### config.mk
export PLATFORM = sky130hd
export DESIGN_NAME = proximity_autohide_controller
export DESIGN_NICKNAME = d
export VERILOG_FILES = /design/src/rtl/pac_pkg.sv /design/src/rtl/proximity_autohide_controller.sv
export SDC_FILE = /design/constraint.sdc
export NUM_CORES = 1
export LEC_CHECK = 0
export BUFFER_PORTS_ARGS = -buffer_cell sky130_fd_sc_hd__buf_4
export CORE_MARGIN = 2
export CORE_UTILIZATION = 65
export DETAILED_ROUTE_END_ITERATION = 7
export GPL_TIMING_DRIVEN = 0
export PLACE_DENSITY = 0.85
export SLEW_MARGIN = 20
export SYNTH_ARGS = -nofsm -noshare
export SYNTH_HDL_FRONTEND = slang
export SYNTH_SLANG_ARGS = --single-unit
export TNS_END_PERCENT = 50
### constraint.sdc
create_clock -name clk -period 15.5 [get_ports clk]
set_input_delay 0 -clock clk [delete_from_list [all_inputs] [get_ports clk]]
set_output_delay 0 -clock clk [all_outputs]
set_load 0.03 [all_outputs]
### src/rtl/pac_pkg.sv
`timescale 1ns / 1ps
`default_nettype none
// ----------------------------------------------------------------------------
// pac_pkg
// Types and constants shared by the proximity autohide controller.
// ----------------------------------------------------------------------------
package pac_pkg;

  // strip width along the screen edge while the panel is hidden (1 to 64)
  localparam int EDGE_STRIP = 2;

  // width of the bound arithmetic, wide enough for left + width +/- strip
  localparam int CW = 19;

  localparam int CFG_IDX_W  = 3;
  localparam int CFG_DATA_W = 16;

  localparam logic [CFG_IDX_W-1:0] REG_PANEL_LEFT   = 3'd0;
  localparam logic [CFG_IDX_W-1:0] REG_PANEL_TOP    = 3'd1;
  localparam logic [CFG_IDX_W-1:0] REG_PANEL_WIDTH  = 3'd2;
  localparam logic [CFG_IDX_W-1:0] REG_PANEL_HEIGHT = 3'd3;
  localparam logic [CFG_IDX_W-1:0] REG_SCREEN_EDGE  = 3'd4;
  localparam logic [CFG_IDX_W-1:0] REG_HIDE_DELAY   = 3'd5;

  localparam logic [1:0] SIDE_LEFT   = 2'd0;
  localparam logic [1:0] SIDE_RIGHT  = 2'd1;
  localparam logic [1:0] SIDE_TOP    = 2'd2;
  localparam logic [1:0] SIDE_BOTTOM = 2'd3;

  typedef enum logic [1:0] {
    MODE_VISIBLE = 2'd0,
    MODE_WAITING = 2'd1,
    MODE_HIDDEN  = 2'd2
  } mode_t;

  typedef struct packed {
    logic signed [15:0] pointer_x;
    logic signed [15:0] pointer_y;
  } in_beat_t;

  typedef struct packed {
    logic [1:0] mode_now;
    logic       panel_shown;
    logic       pointer_far;
  } out_beat_t;

endpackage
`default_nettype wire

### src/rtl/proximity_autohide_controller.sv
`timescale 1ns / 1ps
`default_nettype none
// ----------------------------------------------------------------------------
// proximity_autohide_controller
// Pointer proximity test against the panel rectangle and autohide state.
// ----------------------------------------------------------------------------
// One pointer sample is accepted per clock cycle unless in_stall is high.
// A sample is captured in an input register, tested against the panel
// bounds (or the edge strip while hidden) and the autohide state is
// advanced in the same cycle; the result beat is then held in an output
// register, and a stalled output side holds the input register.
// The rate is set by the single state update per sample. Configuration
// registers must only be written while no sample is in flight.
module proximity_autohide_controller (
  input  wire logic                              clk,
  input  wire logic                              rst,
  input  wire logic                              in_valid,
  output logic                                   in_stall,
  input  wire pac_pkg::in_beat_t                 in_data,
  output logic                                   out_valid,
  input  wire logic                              out_stall,
  output pac_pkg::out_beat_t                     out_data,
  input  wire logic                              cfg_we,
  input  wire logic [pac_pkg::CFG_IDX_W-1:0]     cfg_index,
  input  wire logic [pac_pkg::CFG_DATA_W-1:0]    cfg_data
);

  localparam int CW = pac_pkg::CW;
  localparam logic signed [CW-1:0] STRIP_W = CW'(pac_pkg::EDGE_STRIP);

  // configuration
  logic signed [15:0] panel_left;
  logic signed [15:0] panel_top;
  logic        [14:0] panel_width;
  logic        [14:0] panel_height;
  logic        [1:0]  screen_edge;
  logic        [7:0]  hide_delay;

  // state
  pac_pkg::mode_t mode;
  pac_pkg::mode_t mode_next;
  logic [7:0]     wait_count;
  logic [7:0]     wait_count_next;

  // pipeline
  logic               s1_valid;
  pac_pkg::in_beat_t  s1_data;
  logic               s1_move;
  pac_pkg::out_beat_t result;

  // bounds
  logic signed [CW-1:0] px;
  logic signed [CW-1:0] py;
  logic signed [CW-1:0] left_ext;
  logic signed [CW-1:0] top_ext;
  logic signed [CW-1:0] width_ext;
  logic signed [CW-1:0] height_ext;
  logic signed [CW-1:0] lo_x;
  logic signed [CW-1:0] hi_x;
  logic signed [CW-1:0] lo_y;
  logic signed [CW-1:0] hi_y;
  logic                 far;
  logic [7:0]           wait_inc;

  always_ff @(posedge clk) begin
    if (rst) begin
      panel_left   <= '0;
      panel_top    <= '0;
      panel_width  <= '0;
      panel_height <= '0;
      screen_edge  <= pac_pkg::SIDE_BOTTOM;
      hide_delay   <= 8'd2;
    end else if (cfg_we) begin
      case (cfg_index)
        pac_pkg::REG_PANEL_LEFT:   panel_left   <= cfg_data;
        pac_pkg::REG_PANEL_TOP:    panel_top    <= cfg_data;
        pac_pkg::REG_PANEL_WIDTH:  panel_width  <= cfg_data[14:0];
        pac_pkg::REG_PANEL_HEIGHT: panel_height <= cfg_data[14:0];
        pac_pkg::REG_SCREEN_EDGE:  screen_edge  <= cfg_data[1:0];
        pac_pkg::REG_HIDE_DELAY:   hide_delay   <= cfg_data[7:0];
        default: begin
        end
      endcase
    end
  end

  assign s1_move  = s1_valid && !(out_valid && out_stall);
  assign in_stall = s1_valid && !s1_move;

  always_ff @(posedge clk) begin
    if (rst) begin
      s1_valid <= 1'b0;
    end else if (in_valid && !in_stall) begin
      s1_valid <= 1'b1;
    end else if (s1_move) begin
      s1_valid <= 1'b0;
    end
  end

  always_ff @(posedge clk) begin
    if (in_valid && !in_stall) begin
      s1_data <= in_data;
    end
  end

  always_comb begin
    px         = CW'(s1_data.pointer_x);
    py         = CW'(s1_data.pointer_y);
    left_ext   = CW'(panel_left);
    top_ext    = CW'(panel_top);
    width_ext  = signed'(CW'(panel_width));
    height_ext = signed'(CW'(panel_height));
    lo_x = left_ext;
    hi_x = left_ext + width_ext;
    lo_y = top_ext;
    hi_y = top_ext + height_ext;
    if (mode == pac_pkg::MODE_HIDDEN) begin
      case (screen_edge)
        pac_pkg::SIDE_LEFT: begin
          hi_x = left_ext + STRIP_W;
        end
        pac_pkg::SIDE_RIGHT: begin
          lo_x = left_ext + width_ext - STRIP_W;
        end
        pac_pkg::SIDE_TOP: begin
          hi_y = top_ext + STRIP_W;
        end
        default: begin
          lo_y = top_ext + height_ext - STRIP_W;
        end
      endcase
    end
    far = (px < lo_x) || (px > hi_x) || (py < lo_y) || (py > hi_y);
  end

  assign wait_inc = (wait_count == 8'hFF) ? wait_count : wait_count + 8'd1;

  // next state
  always_comb begin
    mode_next       = mode;
    wait_count_next = wait_count;
    case (mode)
      pac_pkg::MODE_WAITING: begin
        if (!far) begin
          mode_next       = pac_pkg::MODE_VISIBLE;
          wait_count_next = '0;
        end else if (wait_inc >= hide_delay) begin
          mode_next       = pac_pkg::MODE_HIDDEN;
          wait_count_next = '0;
        end else begin
          wait_count_next = wait_inc;
        end
      end
      pac_pkg::MODE_HIDDEN: begin
        if (!far) begin
          mode_next = pac_pkg::MODE_VISIBLE;
        end
      end
      default: begin
        mode_next = pac_pkg::MODE_VISIBLE;
        if (far) begin
          mode_next       = pac_pkg::MODE_WAITING;
          wait_count_next = '0;
        end
      end
    endcase
  end

  // result beat
  always_comb begin
    result.mode_now    = mode_next;
    result.panel_shown = (mode_next != pac_pkg::MODE_HIDDEN);
    result.pointer_far = far;
  end

  always_ff @(posedge clk) begin
    if (rst) begin
      mode       <= pac_pkg::MODE_VISIBLE;
      wait_count <= '0;
    end else if (s1_move) begin
      mode       <= mode_next;
      wait_count <= wait_count_next;
    end
  end

  always_ff @(posedge clk) begin
    if (rst) begin
      out_valid <= 1'b0;
    end else if (s1_move) begin
      out_valid <= 1'b1;
    end else if (!out_stall) begin
      out_valid <= 1'b0;
    end
  end

  always_ff @(posedge clk) begin
    if (s1_move) begin
      out_data <= result;
    end
  end

  a_state_holds: assert property (@(posedge clk) disable iff (rst)
    !s1_move |=> $stable(mode) && $stable(wait_count))
    else $error("autohide state changed without a beat");

  a_count_only_waiting: assert property (@(posedge clk) disable iff (rst)
    mode != pac_pkg::MODE_WAITING |-> wait_count == 8'd0)
    else $error("wait count nonzero outside waiting");

  a_stall_needs_beat: assert property (@(posedge clk) disable iff (rst)
    in_stall |-> s1_valid && out_valid)
    else $error("input stalled with nothing held");

endmodule
`default_nettype wire
After elaboration in Yosys (flattened, before gate mapping)
Cells that the tools add are included.
{"block": "word_totals", "register_bits": 120, "inputBits": 56, "word_cells": 84}
{"block": "op_classes", "n_lt_le_gt_ge": 5, "n_reduce_logical": 22, "bitwise": 1, "add_sub_neg": 7, "n_mux": 22, "n_eq_ne": 12}
{"op": "$mux 19", "n": 8}
{"op": "$gt 16x19->1", "n": 2}
{"op": "$lt 16x19->1", "n": 2}
{"op": "$sub 17x3->18 const B", "n": 2}
{"op": "$add 16x16->17", "n": 2}
{"op": "$add 16x3->17 const B", "n": 2}
{"op": "$mux 8", "n": 4}
{"op": "$pmux 8 s2", "n": 1}
{"op": "$reduce_and 2->1", "n": 6}
{"op": "$add 8x1->8 const B", "n": 1}
{"op": "$eq 8x8->1 const B", "n": 1}
{"op": "$ge 8x8->1", "n": 1}
{"op": "$eq 3x2->1 const B", "n": 2}
{"op": "$eq 3x3->1 const B", "n": 2}
{"op": "$mux 2", "n": 3}
{"op": "$mux 1", "n": 5}
{"op": "$eq 2x1->1 const B", "n": 2}
{"op": "$eq 2x2->1 const B", "n": 2}
{"op": "$logic_and 1x1->1", "n": 4}
{"op": "$pmux 2 s2", "n": 1}
{"op": "$reduce_bool 2->1", "n": 2}
{"op": "$eq 3x1->1 const B", "n": 1}
{"op": "$logic_not 1->1", "n": 3}
{"op": "$logic_not 3->1", "n": 1}
{"op": "7 further kinds", "n": 9}

Depth between registers and ports, before layout
Gate-level depths: netlist (run 1).
{"block": "depth", "word_depth": 11, "depth_mapped": 22, "mapped_depth_nobuf": 22}

Least setup slack after synthesis (run 1)
OpenSTA, ideal clock, no wires.
{"block": "synth_timing", "kind": "register to register", "start": "register panel_left[0]", "end": "register wait_count[0]", "path_slack_ns": 10.541, "required_time_ns": 15.377, "setup_ns": 0.123, "t_arrival_ns": 4.836, "synth_period_minus_slack_ns": 4.959, "path_stages_with_launch": 23, "n_path_buf": 0, "path_cell_list": "dfxtp_1 -> ha_1 -> inv_1 -> fa_1 -> nor2b_4 -> o31a_1 -> nor4b_1 -> or3b_1 -> nor3b_4 -> nand4_2 -> or3_1 -> xnor2_1 -> mux2i_1 -> ha_1 -> nand2_1 -> a21oi_1 -> a211oi_1 -> o21ai_0 -> o221a_2 -> o211ai_1 -> o41ai_4 -> and2_0 -> a311o_2"}
{"block": "synth_via", "elab_chain_len": 10, "elab_cells_between_ends": 16, "classes_between": "3 x add/sub; 2 x order compare; 6 x mux; 5 x reduce/logical"}
{"element": "start: declaration", "line_no": "proximity_autohide_controller.sv:32", "rtl": "logic signed [15:0] panel_left;"}
{"element": "start signal: assignment", "line_no": "proximity_autohide_controller.sv:75", "rtl": "pac_pkg::REG_PANEL_LEFT: panel_left <= cfg_data;"}
{"element": "$add 16x16->17", "line_no": "proximity_autohide_controller.sv:114, proximity_autohide_controller.sv:123"}
{"element": "$sub 17x3->18", "line_no": "proximity_autohide_controller.sv:123", "rtl": "lo_x = left_ext + width_ext - STRIP_W;"}
{"element": "$mux 19", "line_no": "proximity_autohide_controller.sv:118", "rtl": "case (screen_edge)"}
{"element": "$mux 19", "line_no": "proximity_autohide_controller.sv:117", "rtl": "if (mode == pac_pkg::MODE_HIDDEN) begin"}
{"element": "$lt 16x19->1", "line_no": "proximity_autohide_controller.sv:133", "rtl": "far = (px < lo_x) || (px > hi_x) || (py < lo_y) || (py > hi_y);"}
{"element": "$logic_or 1x1->1 (*) (3 in a row)", "line_no": "proximity_autohide_controller.sv:133"}
{"element": "$mux 8 / $reduce_bool 2->1 (equally long branches)"}
{"element": "$pmux 8 s2 / $reduce_and 3->1 (equally long branches)"}
{"element": "end signal: assignment", "line_no": "proximity_autohide_controller.sv:182", "rtl": "wait_count <= wait_count_next;"}
{"element": "end: declaration", "line_no": "proximity_autohide_controller.sv:42", "rtl": "logic [7:0] wait_count;"}
Every way passes the cells marked *; elsewhere a longest branch is shown, timed or not.
A chain may end at the register's enable or synchronous reset.

Worst setup path after layout (run 1)
Ends and elaborated chain as after synthesis.

==> results of run 1 <==
routing by layer:
layer  up-vias  share of wire [%]  global-route usage (%)
li1       4434                  -                       -
met1      4253                 39                    37.9
met2       316                 50                    60.2
met3       104                6.0                    7.05
met4         0                4.6                    19.0
met5         -                  0                       0
logic make-up after synthesis:
logic type / count (synthesis) / synth area share [%]
XOR/XNOR: 66 / 6.29
flip-flops: 120 / 29.7
adder cells (fa/ha/maj): 115 / 15.6
buffers and inverters: 69 / 2.84
AND/OR/NAND/NOR: 444 / 23.0
multiplexers: 16 / 1.80
AO/OA/AOI/OAI: 317 / 20.7
critical path: stages (launching register included):
cell,delay (ns)
dfxtp_1,0.39
ha_1,0.22
inv_1,0.07
fa_1,0.43
nor2b_4,0.13
o31a_1,0.26
nor4b_1,0.08
or3b_1,0.45
nor3b_4,0.35
nand4_2,0.20
or3_1,0.42
xnor2_1,0.17
mux2i_1,0.14
ha_1,0.31
nand2_1,0.08
nor3_1,0.39
nand2_1,0.10
a21oi_1,0.30
nor3_1,0.08
o211ai_1,0.65
nor2_4,0.12
nor4_4,0.49
a311o_2,0.24
flip-flops by register name (all words and copies together) (netlist names), 4 cells and up:
register / cells
panel_left: 16
panel_top: 16
px: 16
py: 16
panel_height: 15
panel_width: 15
hide_delay: 8
wait_count: 8
out_data: 4
final cells by class:
cell class | count | area [um2]
flip-flops and latches | 120 | 2760
fillers | 936 | 2820
inverters | 31 | 116
well taps | 180 | 225
clock buffers | 19 | 454
multi-input cells | 958 | 6290
repair buffers | 112 | 988
clock inverters | 13 | 133
plain buffers | 38 | 148
metrics by stage:
| step | utilization [%] | std cells |
|---|---|---|
| 2_1_floorplan | - | 1147 |
| 3_3_place_gp | 71.6 | 1387 |
| 3_5_place_dp | 71.9 | 1388 |
| 4_1_cts | 79.8 | 1471 |
| 5_1_grt | 79.8 | 1471 |
| 6_report | 79.8 | 1471 |
synthesized netlist by cell type, types with 6 or more instances:
master,number
and2_1,6
clkbuf_1,33
a21o_1,15
dfxtp_1,84
xnor2_1,31
o21a_1,9
xor2_1,34
inv_1,30
a22o_1,7
a31oi_1,7
nor4_1,7
nor2_1,81
mux2i_1,12
nand2b_1,6
edfxtp_1,36
and4_1,7
and3_1,12
nand4_1,12
nor2b_1,11
or3_1,10
nand3_1,39
nor3_1,10
a21oi_1,170
ha_1,113
nand3b_1,8
o211ai_1,12
a211oi_1,8
o21ai_0,45
nand2_1,207
where the power goes:
| group | total [mW] | internal (mW) | switching, mW |
|---|---|---|---|
| clock network | 0.397 | 0.234 | 0.163 |
| registers | 0.344 | 0.334 | 0.00976 |
| logic | 0.149 | 0.0675 | 0.0812 |
path summary, 6_finish.rpt:
check | startpoint | to | slack, ns | depth (start not counted)
max reg2reg | panel_left[0] | wait_count[0] | 9.38 | 22
min reg2reg | hide_delay[0] | hide_delay[0] | 0.46 | 2
min | cfg_index[1] | panel_width[1] | 0.07 | 5
max | panel_left[0] | wait_count[0] | 9.38 | 22
repair_timing:
action,4_1_cts,5_1_grt
setup endpoints to repair,0,0
hold buffers,51,0
endpoints found under the hold margin,106,0
==> flow_summary.yaml, run 1 <==
synthesis:
  synth_top_area_cell: "dfxtp_1"
  ys_top_cells_by_area: "dfxtp_1, ha_1, edfxtp_1"
  synth-main-ff-cell: "dfxtp_1"
  synth-seq-area-share_pct: 29.7
  mappedNetlistArea_um2: 9310
  postSynthAreaPerCell_um2: 8.11
  netlist.area_leader.share_pct: 18.1
  yosys_warnings: 0
  async_flop_share_pct: 0
  synth-edff-count: 36
  netlist_instances: 1147
  synth_seq_cells: 120
  syn_nets: 1318
  yosys.cell_types.count: 79
grt:
  grt_pass1_vias: 8495
  grt_max_degree: 20
  overflow: 0
  grt.total_usage_pct: 34.0
  antenna_found_initial: 0
  grt_pass1_wl_um: 40200
setup_path:
  critical_path_arrival_ns: 6.49
  start_kind: "register"
  crit_path_end_kind: "register"
  cp.required_ns: 15.87
  setup.worst_path.class: "reg2reg"
  path_max_fanout: 8
final_layout:
  drive_gt1_share_pct: 9.76
  finalNetCount: 1449
  post-route-cell-area_um2: 11100
  layout_commonest_cell: "nand2_1"
  antenna_cells: 0
  final_cell_mix: "nand2_1, a21oi_1, ha_1"
  syn_to_final_growth_pct: 19.4
drt:
  wirelength_um: 25800
  dr.pass1.iters: 8
  vias: 9107
  viasPerCell: 6.19
  route.detailed.drc: 1
  ant_nets: 0
  wl_per_cell_um: 17.5
  drt_first_iter_violations: 752
power:
  leakage_nw: 4.40
  peakVddDrop_mv: 0.0634
  p_per_area_nw_per_um2: 80.0
  power_mw: 0.890
floorplanning:
  die_area_um2: 15300
  row_count: 43
  start_util_pct: 66.8
  pin_count: 62
  die_w_um: 124
  coreArea_um2: 13900
  die_h_um: 124
cts:
  htree_num_levels: 4
  clock_path_buffers: 2
  post-cts-setup-buffers: 0
  clock_latency_ns: 0.43
  path_clk_slew_ns: 0.06
  cts-resized-gates: 0
  cts_made_buffers: 17
  cts-root-buf: "clkbuf_16"
  cts_tree: "done"
  clock_sinks: 120
timing:
  grt_setup_unrepaired: "no"
  period_needed_ns: 6.12
  setup_violations: 0
  hold_viol: 0
  fmax_mhz: 163
  skew_ns: 0.0109
  worst_slew_pin_slew_ns: 0.801
  worst_hold_slack_ns: 0.0698
  layout_setup_ws_ns: 9.38
  slew_headroom_pct: 46.2
  drv_slew: 0
  setup_tns_ns: 0
  timing.final.crit_share_pct: 39.5
outcome:
  status: "finished, violations left"
  violations: "DRC"
run:
  drv_cap: 0
place:
  hpwl_um: 18400
  portBuffers: 60
  post-place-ws_ns: 9.63
  gp_congestion: 0.924
  dpl-instance-area_um2: 10000
hold_path:
  hold_path.class: "in2reg"
No activity file was read; power rests on OpenSTA's default activity.
==> inputs of run 2 (changes only) <==
--- a/config.mk
+++ b/config.mk
@@ -7,10 +7,10 @@
 export LEC_CHECK = 0
 export BUFFER_PORTS_ARGS = -buffer_cell sky130_fd_sc_hd__buf_4
 export CORE_MARGIN = 2
-export CORE_UTILIZATION = 65
+export CORE_UTILIZATION = 62
 export DETAILED_ROUTE_END_ITERATION = 7
 export GPL_TIMING_DRIVEN = 0
-export PLACE_DENSITY = 0.85
+export PLACE_DENSITY = 0.81
 export SLEW_MARGIN = 20
 export SYNTH_ARGS = -nofsm -noshare
 export SYNTH_HDL_FRONTEND = slang
==> constraint.sdc (replaced) <==
create_clock -name clk -period 5.9 [get_ports clk]
set_input_delay 0 -clock clk [delete_from_list [all_inputs] [get_ports clk]]
set_output_delay 0 -clock clk [all_outputs]
set_load 0.03 [all_outputs]
==> flow_summary.yaml, run 2 (synthesis gave the netlist of run 1 again) <==
place:
  gp_congestion: 0.938
  hpwl_um: 18800
  post-place-ws_ns: -0.00695
  portBuffers: 60
cts:
  cts_tree: "done"
  clock_path_buffers: 2
  htree_num_levels: 4
  cts-root-buf: "clkbuf_16"
  cts_made_buffers: 17
  path_clk_slew_ns: 0.06
  clock_latency_ns: 0.43
  clock_sinks: 120
timing:
  worst_hold_slack_ns: 0.0678
  worst_slew_pin_slew_ns: 0.736
  setup_violations: 0
  skew_ns: 0.00827
  drv_slew: 0
  fmax_mhz: 182
  setup_tns_ns: 0
  hold_viol: 0
  grt_setup_unrepaired: "no"
  layout_setup_ws_ns: 0.396
  period_needed_ns: 5.50
  timing.final.crit_share_pct: 93.3
  slew_headroom_pct: 50.6
power:
  p_per_area_nw_per_um2: 217
  p_clk_share_pct: 46.7
  p_switching_mw: 0.664
  swShare_pct: 27.2
  power_frac_seq_pct: 37.0
  internal_power_mw: 1.78
  leakage_nw: 4.45
  p_comb_share_pct: 16.4
  peakVddDrop_mv: 0.183
setup_path:
  setup.worst_path.class: "reg2reg"
  start_kind: "register"
  critical_path_arrival_ns: 5.85
  crit_path_end_kind: "register"
  path_max_fanout: 6
  max_stage_delay_ns: 0.50
  cp_cell_sequence: "ha_1 > fa_1 > a21o_1 > nand4_1 > a211oi_1 > or2_2 > o211ai_1 > nor4_4 > nand3_1 > o31ai_1 > a22oi_1 > ha_1 > and4_1 > a41oi_1 > a31oi_1 > mux2i_4 > nor2_4 > or4_1 > a21oi_2"
  cp.required_ns: 6.24
  critPathSlowestCell: "or4_1"
  crit_path_frequent_cell: "ha_1"
drt:
  m1WireLength_um: 10600
  drt_first_iter_violations: 826
  viasPerCell: 6.19
  wl_per_cell_um: 17.6
  route.detailed.drc: 0
  top_layer: "met4"
  dr.pass1.iters: 8
  vias: 9160
  met3_length_um: 1430
  wirelength_um: 26100
  ant_nets: 0
  met2_length_um: 12800
final_layout:
  antenna_cells: 0
  drive_gt1_share_pct: 10.6
  final_cell_mix: "nand2_1, a21oi_1, ha_1"
  layout_commonest_cell: "nand2_1"
  final_util_pct: 77.1
  syn_to_final_growth_pct: 20.8
  finalNetCount: 1453
outcome:
  status: "complete, no violations"
grt:
  grt_max_degree: 20
  grt_pass1_wl_um: 41100
  grt.total_usage_pct: 32.1
  overflow: 0
  antenna_found_initial: 0
  grt_pass1_vias: 8538
floorplanning:
  row_count: 44
  die_h_um: 127
  start_util_pct: 63.8
  die_w_um: 127
  coreArea_um2: 14600
  die_area_um2: 16000
  pin_count: 62
run:
  drv_cap: 0
hold_path:
  hold_path.class: "in2reg"
[run 2: worst max-delay path: cells and delay by family, from the launching register on]
kind                     cells  cell delay (ns)
AO/OA/AOI/OAI                8             1.83
multiplexers                 1             0.47
flip-flops                   1             0.43
adder cells (fa/ha/maj)      3             0.87
AND/OR/NAND/NOR              7             1.81
[run 2: layout make-up]
class,instances,area [um2]
Sequential cell,120,2760
Timing Repair Buffer,116,1020
Inverter,31,116
Tap cell,184,230
Clock buffer,21,482
Clock inverter,11,154
Fill cell,1041,3340
Buffer,38,148
Multi-Input combinational cell,958,6340
[run 2: path summary, 6_finish.rpt]
check / start / end / slack [ns] / cells past startpoint
worst max-delay path: panel_top[0] / mode[1] / 0.40 / 19
worst min-delay path: cfg_index[2] / screen_edge[1] / 0.07 / 3
worst max register to register: panel_top[0] / mode[1] / 0.40 / 19
worst min register to register: hide_delay[2] / hide_delay[2] / 0.45 / 2
[run 2: routing by layer]
| layer | up-vias | track usage [%] |
|---|---|---|
| met1 | 4255 | 39.0 |
| met4 | 0 | 14.9 |
| met5 | - | 0 |
| met2 | 375 | 55.6 |
| li1 | 4421 | - |
| met3 | 109 | 5.15 |
[run 2: repair_timing]
action / CTS / global route
buffers inserted: 1 / 3
hold endpoints to repair: 106 / 0
resized for setup: 0 / 8
pin swaps: 1 / 4
hold buffers: 51 / 0
setup endpoints to repair: 9 / 9
[run 2: per-stage QoR]
stage / instances / total power [mW] / area [um2]
6_report: 1479 / 2.44 / 11200
5_1_grt: 1479 / 2.52 / 11200
4_1_cts: 1476 / 2.42 / 11200
3_5_place_dp: 1392 / 1.27 / 10000
3_3_place_gp: 1391 / 1.26 / 9990
2_1_floorplan: 1147 / 1.16 / 9310
[run 2: power groups by stage]
| stage | logic (mW) | clock network [mW] | registers (mW) |
|---|---|---|---|
| after global routing | 0.440 | 1.18 | 0.906 |
| after detailed placement | 0.352 | 0 | 0.921 |
| after CTS | 0.383 | 1.14 | 0.903 |
| after global placement | 0.337 | 0 | 0.921 |
| after floorplan | 0.245 | 0 | 0.915 |
| final | 0.400 | 1.14 | 0.904 |
==> inputs of run 3 (changes only) <==
--- a/config.mk
+++ b/config.mk
@@ -6,6 +6,7 @@
 export NUM_CORES = 1
 export LEC_CHECK = 0
 export BUFFER_PORTS_ARGS = -buffer_cell sky130_fd_sc_hd__buf_4
+export CORE_ASPECT_RATIO = 0.8
 export CORE_MARGIN = 2
 export CORE_UTILIZATION = 62
 export DETAILED_ROUTE_END_ITERATION = 7
==> flow_summary.yaml, run 3 (synthesis gave the netlist of run 1 again) <==
setup_path:
  setup.worst_path.class: "reg2reg"
  crit_path_end_kind: "register"
  cp_cell_sequence: "inv_1 > fa_1 > nor2b_4 > o31a_1 > a21oi_1 > or3_4 > nor3b_4 > nand4_4 > nor4_1 > nor3_2 > xnor2_1 > ha_1 > nand3_1 > nor3_2 > a31oi_1 > o21ai_0 > o221a_2 > o211ai_1 > buf_4 > o41ai_4 > buf_4 > a22o_1"
  path_max_fanout: 7
  cp.required_ns: 6.27
  max_stage_delay_ns: 0.51
  critical_path_arrival_ns: 6.05
  start_kind: "register"
  critPathSlowestCell: "fa_1"
  critPathTopFamily: "simple AND/OR/NAND/NOR gates"
  path_buf_inv: 3
floorplanning:
  start_util_pct: 62.6
  row_count: 40
  coreArea_um2: 14900
  die_area_um2: 16000
  die_w_um: 141
  die_h_um: 114
  pin_count: 62
final_layout:
  drive_gt1_share_pct: 10.6
  final_util_pct: 75.3
  layout_commonest_cell: "nand2_1"
  finalNetCount: 1453
  antenna_cells: 0
  final_cell_mix: "nand2_1, a21oi_1, ha_1"
  syn_to_final_growth_pct: 20.3
  fin_cells: 1484
  post-route-cell-area_um2: 11200
cts:
  clock_latency_ns: 0.43
  cts_made_buffers: 17
  cts_tree: "done"
  cts-root-buf: "clkbuf_16"
  htree_num_levels: 4
  clock_path_buffers: 2
  path_clk_slew_ns: 0.06
  clock_sinks: 120
run:
  drv_cap: 0
drt:
  viasPerCell: 6.09
  wl_per_cell_um: 17.7
  drt_first_iter_violations: 949
  dr.pass1.iters: 5
  route.detailed.drc: 0
  vias: 9044
  wirelength_um: 26200
  ant_nets: 0
timing:
  hold_viol: 0
  setup_tns_ns: 0
  drv_slew: 0
  period_needed_ns: 5.68
  setup_violations: 0
  fmax_mhz: 176
  skew_ns: 0.00895
  worst_slew_pin_slew_ns: 0.740
  slew_headroom_pct: 50.3
  layout_setup_ws_ns: 0.224
  timing.final.crit_share_pct: 96.2
  worst_hold_slack_ns: 0.0446
grt:
  grt.total_usage_pct: 33.3
  grt_max_degree: 26
  overflow: 0
  grt_pass1_wl_um: 42200
  grt_pass1_vias: 8350
  antenna_found_initial: 0
place:
  dpl-instance-area_um2: 10000
  place_inst: 1397
  gp_congestion: 0.919
  hpwl_um: 19200
  portBuffers: 60
  post-place-ws_ns: -0.332
outcome:
  status: "complete, no violations"
power:
  leakage_nw: 4.44
  power_mw: 2.36
  peakVddDrop_mv: 0.204
  p_per_area_nw_per_um2: 210
hold_path:
  hold_path.class: "in2reg"
[run 3: cell count changes in the layout (fill, tap and decap cells not counted), moves of 2 or more]
| cell | delta |
|---|---|
| xor2_1 | +2 |
| bufinv_16 | -2 |
| xor2_2 | -2 |
| clkinv_4 | +3 |
[run 3: path summary, 6_finish.rpt]
| path | depth (start not counted) | endpoint | from | slack (ns) |
|---|---|---|---|---|
| setup / recovery | 22 | wait_count[6] | panel_left[1] | 0.22 |
| hold / removal | 4 | panel_width[0] | cfg_index[0] | 0.04 |
| setup reg to reg | 22 | wait_count[6] | panel_left[1] | 0.22 |
| hold reg to reg | 2 | hide_delay[4] | hide_delay[4] | 0.46 |
[run 3: layer usage]
metal	up-vias	share of wire, %	routed length [um]	track usage, %
li1	4434	-	-	-
met1	4191	46	12100	49.2
met2	381	43	11200	49.5
met3	38	9.6	2520	7.43
met4	0	1.4	357	8.67
met5	-	0	0	0
[run 3: cell type report]
type                       instances  area [um2]
timing repair buffer             116        1010
fill                            1124        3670
tap                              189         236
multi-input combinational        958        6330
clock inverter                    11         113
sequential                       120        2760
inverter                          31         116
buffer                            38         148
clock buffer                      21         482
[run 3: where the power goes]
group          leakage [nW]  internal (mW)  switching, mW  total [mW]
sequential             1.02          0.878         0.0255       0.904
clock                 0.290          0.633          0.416        1.05
combinational          3.12          0.183          0.220       0.403
total                  4.44           1.69          0.662        2.36
[run 3: timing repair]
item / 4_1_cts / 5_1_grt
endpoints found under the hold margin: 106 / 0
gates resized for setup: 1 / 8
endpoints found under the setup margin: 11 / 13
setup buffers: 1 / 4
pin swaps: 1 / 5
hold buffers: 50 / 0
[run 3: worst min-delay path, delay by kind of cell]
| family | cells | cell delay, ns |
|---|---|---|
| AND/OR/NAND/NOR | 2 | 0.26 |
| buffers and inverters | 1 | 0.11 |
| AO/OA/AOI/OAI | 1 | 0.05 |
